===== src/rtl/cps_pkg.sv =====
package cps_pkg;

	// coordinate and parameter formats
	localparam int COORD_W  = 16;
	localparam int PAR_FRAC = 16;

	// derived widths of the exact intermediate values
	localparam int DIF_W  = COORD_W + 1;
	localparam int PROD_W = 2 * DIF_W;
	localparam int LEN_W  = PROD_W;
	localparam int DOT_W  = PROD_W + 2;
	localparam int T_W    = PAR_FRAC + 1;
	localparam int TD_W   = T_W + 1 + DIF_W;

	// configuration register indexes
	localparam int CFG_IDX_W = 3;
	localparam logic [CFG_IDX_W-1:0] CFG_SEG_A_X = 3'd0;
	localparam logic [CFG_IDX_W-1:0] CFG_SEG_A_Y = 3'd1;
	localparam logic [CFG_IDX_W-1:0] CFG_SEG_A_Z = 3'd2;
	localparam logic [CFG_IDX_W-1:0] CFG_SEG_B_X = 3'd3;
	localparam logic [CFG_IDX_W-1:0] CFG_SEG_B_Y = 3'd4;
	localparam logic [CFG_IDX_W-1:0] CFG_SEG_B_Z = 3'd5;

	// parameter value of exactly one
	localparam logic [T_W-1:0] T_ONE = {1'b1, {PAR_FRAC{1'b0}}};

	typedef struct packed {
		logic signed [COORD_W-1:0] point_x;
		logic signed [COORD_W-1:0] point_y;
		logic signed [COORD_W-1:0] point_z;
	} point_t;

	typedef struct packed {
		logic signed [COORD_W-1:0] closest_x;
		logic signed [COORD_W-1:0] closest_y;
		logic signed [COORD_W-1:0] closest_z;
	} result_t;

	// request into the divider pipeline
	typedef struct packed {
		logic                    valid;
		logic signed [DOT_W-1:0] dot;
		logic [LEN_W-1:0]        len;
	} div_req_t;

	// clamped projection parameter out of the divider pipeline
	typedef struct packed {
		logic           valid;
		logic [T_W-1:0] t;
	} div_rsp_t;

endpackage


===== src/rtl/cps_div.sv =====
module cps_div (
	input  logic              clk,
	input  logic              arst_n,
	input  cps_pkg::div_req_t req,
	output cps_pkg::div_rsp_t rsp
);
	import cps_pkg::*;

	typedef struct packed {
		logic [LEN_W-1:0]    rem;
		logic [LEN_W-1:0]    len;
		logic [PAR_FRAC-1:0] quo;
		logic                one;
	} div_stage_t;

	logic [PAR_FRAC:0] vld_s;
	div_stage_t        stg_s   [0:PAR_FRAC];
	div_stage_t        stg_nxt [1:PAR_FRAC];
	logic [LEN_W:0]    shifted [1:PAR_FRAC];
	logic [LEN_W:0]    diff    [1:PAR_FRAC];
	logic              at_full;
	logic              in_range;

	// clamp checks: at or past the end, or strictly inside
	assign at_full  = req.dot >= $signed({2'b00, req.len});
	assign in_range = (req.dot > $signed(DOT_W'(0))) && !at_full;

	// one quotient bit per stage, restoring
	always_comb begin
		for (int k = 1; k <= PAR_FRAC; k++) begin
			shifted[k] = {stg_s[k-1].rem, 1'b0};
			diff[k]    = shifted[k] - {1'b0, stg_s[k-1].len};
			stg_nxt[k].len = stg_s[k-1].len;
			stg_nxt[k].one = stg_s[k-1].one;
			if (shifted[k] >= {1'b0, stg_s[k-1].len}) begin
				stg_nxt[k].rem = diff[k][LEN_W-1:0];
				stg_nxt[k].quo = {stg_s[k-1].quo[PAR_FRAC-2:0], 1'b1};
			end else begin
				stg_nxt[k].rem = shifted[k][LEN_W-1:0];
				stg_nxt[k].quo = {stg_s[k-1].quo[PAR_FRAC-2:0], 1'b0};
			end
		end
	end

	// valid bits
	always_ff @(posedge clk or negedge arst_n) begin
		if (!arst_n) begin
			vld_s <= '0;
		end else begin
			vld_s <= {vld_s[PAR_FRAC-1:0], req.valid};
		end
	end

	// stage payload
	always_ff @(posedge clk) begin
		stg_s[0].rem <= in_range ? req.dot[LEN_W-1:0] : '0;
		stg_s[0].len <= req.len;
		stg_s[0].quo <= '0;
		stg_s[0].one <= at_full;
		for (int k = 1; k <= PAR_FRAC; k++) begin
			stg_s[k] <= stg_nxt[k];
		end
	end

	assign rsp.valid = vld_s[PAR_FRAC];
	assign rsp.t     = stg_s[PAR_FRAC].one ? T_ONE : {1'b0, stg_s[PAR_FRAC].quo};

endmodule

===== config.mk =====
export PLATFORM = sky130hd
export DESIGN_NAME = cps_div
export DESIGN_NICKNAME = d
export VERILOG_FILES = /design/src/rtl/cps_pkg.sv /design/src/rtl/cps_div.sv
export SDC_FILE = /design/constraint.sdc
export NUM_CORES = 2
export LEC_CHECK = 0
export BUFFER_PORTS_ARGS = -buffer_cell sky130_fd_sc_hd__buf_2
export CAP_MARGIN = 20
export CORE_UTILIZATION = 42
export DETAILED_ROUTE_END_ITERATION = 10
export GPL_ROUTABILITY_DRIVEN = 0
export PLACE_DENSITY = 0.61
export SYNTH_ARGS = -nofsm -noshare
export SYNTH_HDL_FRONTEND = slang
export SYNTH_SLANG_ARGS = --single-unit

===== constraint.sdc =====
create_clock -name clk -period 3.1 [get_ports clk]
set_input_delay 0.31 -clock clk [delete_from_list [all_inputs] [get_ports clk]]
set_output_delay 0.31 -clock clk [all_outputs]
set_load 0.02 [all_outputs]

# == After elaboration in Yosys (flattened, before gate mapping) ==
# Memories as Yosys holds them, arrays and structs flattened.
# Cells that the tools add are included.
# classes
add_sub_neg,16
multipliers,0
n_div,0
magnitude_cmp,18
n_eq_ne,0
n_shift,0
muxes,34
bitwise,0
n_reduce_logical,2
# ops
op,n
$mux 34,17
$ge 35x34->1,16
$sub 34x34->34,16
$ge 36x35->1,1
$gt 36x1->1 const B,1
$mux 17,1
$mux 1,16
$logic_and 1x1->1,1
$logic_not 1->1,1
# word_totals
regBits,17
latch_bits,0
ramBits,1445
mem_bits_ro,0
input_bits,73
out_inout_bits,18
elab_cells,72
memories,1
# mem_list
name,words,width,read_ports,rd_clocked_by_memory_dff,wr,line_no,rtl
stg_s,17,85,17,0,17,cps_div.sv:17,div_stage_t stg_s [0:PAR_FRAC];

# == Depth between registers and ports, before layout ==
# depth
depth_word,4
depth_mapped,14
mapped_depth_nobuf,11

# == Worst setup path after synthesis ==
# OpenSTA, ideal clock, no wires.
# synth_timing
path_kind,reg-to-reg
startpoint,mem stg_s[0][725] (netlist bit)
endpoint,mem stg_s[0][817] (netlist bit)
setup_ps,123
arrival_time_ps,2909
required_time_ps,2977
slack_ps,68
stages_incl_launch_ff,14
path_buffers,3
synth_period_minus_slack_ps,3032
path_cell_list,dfxtp_1 -> inv_1 -> ha_1 -> buf_2 -> a21o_1 -> a21o_1 -> a21o_1 -> a21oi_1 -> o21ai_0 -> or4_1 -> buf_2 -> a311oi_4 -> buf_4 -> mux2_1
# synth_rtl
element,line_no
"start, declared",cps_div.sv:17

==> results.json <==
{
  "num_vias": 50475,
  "slew_violations": 0,
  "synth_cell_types": 95,
  "ios": 91,
  "die_w_um": 385,
  "ir_drop_mv": 0.669,
  "grt-ovfl-total": 0,
  "worstMarginPinSlew_ns": 0.865,
  "startpoint": "stg_s[0][971]",
  "worstPathArrival_ns": 3.82,
  "grt_usage_pct": 20.6,
  "n_antenna_cell": 0,
  "p_switching_mw": 31.3,
  "setup-violations-final": 51,
  "synthMuxAreaShare_pct": 3.07,
  "layout_common_cells": "1,196 x dfxtp_1, 687 x inv_1, 673 x buf_4",
  "r2r_slack_ns": -0.07,
  "ys_seq_elements": 1258,
  "power_frac_clock_pct": 20.0,
  "area_growth_pct": 25.5,
  "antenna_found_initial": 2,
  "cp_cell_sequence": "inv_1, ha_1, and4_1, nand4_1, a2111oi_4, buf_4, nor4_4, buf_4, o31a_1, nand4bb_4, nand2_8, clkbuf_16, mux2_2",
  "syn_area_um2": 61600,
  "failed_checks": "setup timing",
  "worst-setup-path-type": "reg -> reg",
  "fin_area_um2": 77300,
  "slowest_stage": "a2111oi_4",
  "status": "finished with violations",
  "pwr-share-seq_pct": 27.9,
  "p_sw_share_pct": 37.6,
  "p_int_mw": 52.0,
  "yosys.area_share.adder_pct": 12.2,
  "endpoint": "stg_s[0][1093]",
  "synth_compound_area_share_pct": 19.5,
  "yosys.area_share.simple_pct": 12.1,
  "clk_path_buf_depth": 3,
  "rr_startpoint": "stg_s[0][971]",
  "fillers": 12808,
  "grt_max_degree": 49,
  "synthArstFlopShare_pct": 1.35,
  "cap_violations": 0,
  "row_count": 140,
  "startpoint_type": "flip-flop",
  "dr.first_iter.drc_count": 3264,
  "cts_tree": "built",
  "skew_ns": 0.0265,
  "reg2regPathDepth": 13,
  "die_h_um": 385,
  "seq_area_um2": 25300,
  "clock_latency_ns": 0.77,
  "total_power_mw": 83.2,
  "synth_xor_area_share_pct": 6.31,
  "ys.flop_type": "dfxtp_1",
  "end_kind": "flip-flop",
  "viasPerCell": 5.22,
  "clk_pin_slew_ns": 0.06,
  "core_area_um2": 146000,
  "cts_buffers": 140,
  "cp_common_cell": "buf_4",
  "multiInputGateArea_um2": 34900,
  "clkSinkCount": 1258,
  "max_freq_mhz": 316,
  "drive_gt1_share_pct": 20.4,
  "rsz0062_at_grt": "true",
  "final_common_cell": "dfxtp_1",
  "routedWlPerCell_um": 16.8,
  "fin_ws_ns": -0.0687,
  "wirelength_um": 163000,
  "synth_top_family_by_area": "compound AO/OA/AOI/OAI gates",
  "placed_area_um2": 68700,
  "syn_inst": 6825,
  "htreeDepth": 4,
  "hold_viol_final": 0,
  "first_global_vias": 51201,
  "slew_headroom_pct": 42.2,
  "timing.rr.end": "stg_s[0][1093]",
  "p_comb_share_pct": 52.2,
  "finalCritPeriodShare_pct": 102,
  "drc": 0,
  "drt_first_pass_iters": 7,
  "worstPathRequired_ns": 3.75,
  "cp_slowest_stage_delay_ns": 0.39,
  "synth-edff-count": 0,
  "io_buffers": 90,
  "grt_pass1_wl_um": 246000,
  "initial_utilization_pct": 42.3,
  "synthesis.nets": 7490,
  "dp.final_hpwl_um": 120000,
  "syn_area_per_cell_um2": 9.03,
  "min_path_type": "in -> reg",
  "power_density_nw_per_um2": 1080,
  "drtAntennaViolNets": 0,
  "nets": 8314,
  "crit_fanout": 7,
  "p_leak_nw": 36.4,
  "ys_warn_count": 0,
  "clockRootBuffer": "clkbuf_16",
  "period_minus_slack_ns": 3.17,
  "die-area_um2": 148000,
  "yosysSeqAreaShare_pct": 41.0
}
==> worst min path at each step <==
stage	startpoint	end	slack [ns]	depth (start not counted)
2_1_floorplan	arst_n	vld_s[0]	0.01	0
3_3_place_gp	arst_n	vld_s[9]	0.26	1
3_5_place_dp	arst_n	vld_s[8]	0.27	1
4_1_cts	req[70]	vld_s[0]	0.12	2
5_1_grt	req[20]	stg_s[0][37]	0.16	2
6_report	req[20]	stg_s[0][37]	0.18	2
==> flip-flops by register name, summed over array words and instances (netlist names) <==
signal and count:
stg_s 1241, vld_s 17
==> stage by stage <==
stage	util, %	hold WS, ns	worst slack (ns)	cells	setup TNS (ns)
detailed placement	47.2	0.266	-0.497	9270	-37.44
CTS	51.3	0.124	-0.0211	9603	-0.198
finish	53.1	0.184	-0.0687	9673	-1.58
global route	53.1	0.161	-0.208	9673	-11.57
floorplan	-	0.0144	0.0678	6825	0
global placement	47.2	0.256	-0.524	9270	-28.54
==> kinds of logic after synthesis <==
family                   Yosys count
AND/OR/NAND/NOR                 1536
AO/OA/AOI/OAI                   1911
multiplexers                     168
adder cells (fa/ha/maj)          592
buffers and inverters            916
flip-flops                      1258
XOR/XNOR                         444
==> metal layers <==
metal / GRT usage [%] / vias up / part of all wire [%] / routed length [um]
met2: 40.7 / 1232 / 54 / 87800
met5: 0 / - / 0 / 0
met3: 2.82 / 613 / 2.9 / 4700
met4: 15.2 / 0 / 8.1 / 13100
met1: 18.7 / 23207 / 35 / 57200
li1: - / 25423 / - / -
==> critical path, delay by kind of cell, from the launching register on <==
kind,cells,cell delay [ns]
simple gates,5,0.93
compound gates,2,0.64
buf+inv,4,0.55
mux,1,0.33
flops,1,0.32
fa+ha+maj,1,0.28
==> synth_stat cells (18+ instances only) <==
library cell	count	area (um2)
o21ai_0	450	2250
o21bai_1	74	556
and3_1	51	319
nand2_1	458	1720
or2_2	19	119
o31a_1	18	158
nand2b_1	77	482
nand4_1	114	713
o211ai_1	42	315
or3_1	18	113
a31oi_1	68	425
dfxtp_1	1241	24800
nand3_1	113	566
a21oi_1	604	3020
xor2_1	188	1650
nor4_1	31	194
o31ai_1	23	173
xnor2_1	256	2240
and2_1	72	450
nor3_1	74	370
clkbuf_1	144	541
o21a_1	53	398
a21o_1	301	2260
nor2b_1	66	413
a211oi_1	53	398
ha_1	577	7220
a21boi_0	18	135
mux2_2	160	1800
buf_2	53	265
inv_1	700	2630
nor2_1	377	1420
a41oi_1	18	158
a211o_1	19	166
==> what timing repair did <==
item | in CTS | in global routing
gates cloned | 4 | 22
pin swaps | 16 | 119
endpoints found under the setup margin | 233 | 448
buffers inserted | 9 | 51
gates resized for setup | 77 | 392
endpoints found under the hold margin | 87 | 0
hold buffers | 72 | 0
==> power by group through the flow <==
stage	Sequential (mW)	Combinational (mW)	Clock, mW
6_report	23.2	43.4	16.6
5_1_grt	23.6	47.6	17.7
4_1_cts	23.0	39.8	17.0
3_5_place_dp	23.3	38.8	0
2_1_floorplan	22.4	27.3	0
3_3_place_gp	23.3	38.1	0
==> cell type report <==
type                    instances  share of cell area (%)
well taps                    1917                    3.10
multi-input cells            4651                    45.1
flip-flops and latches       1258                    32.8
clock buffers                 201                    5.44
inverters                     701                    3.41
repair buffers                897                    9.55
clock inverters                48                   0.659
Power figures use the tool's default switching activity.
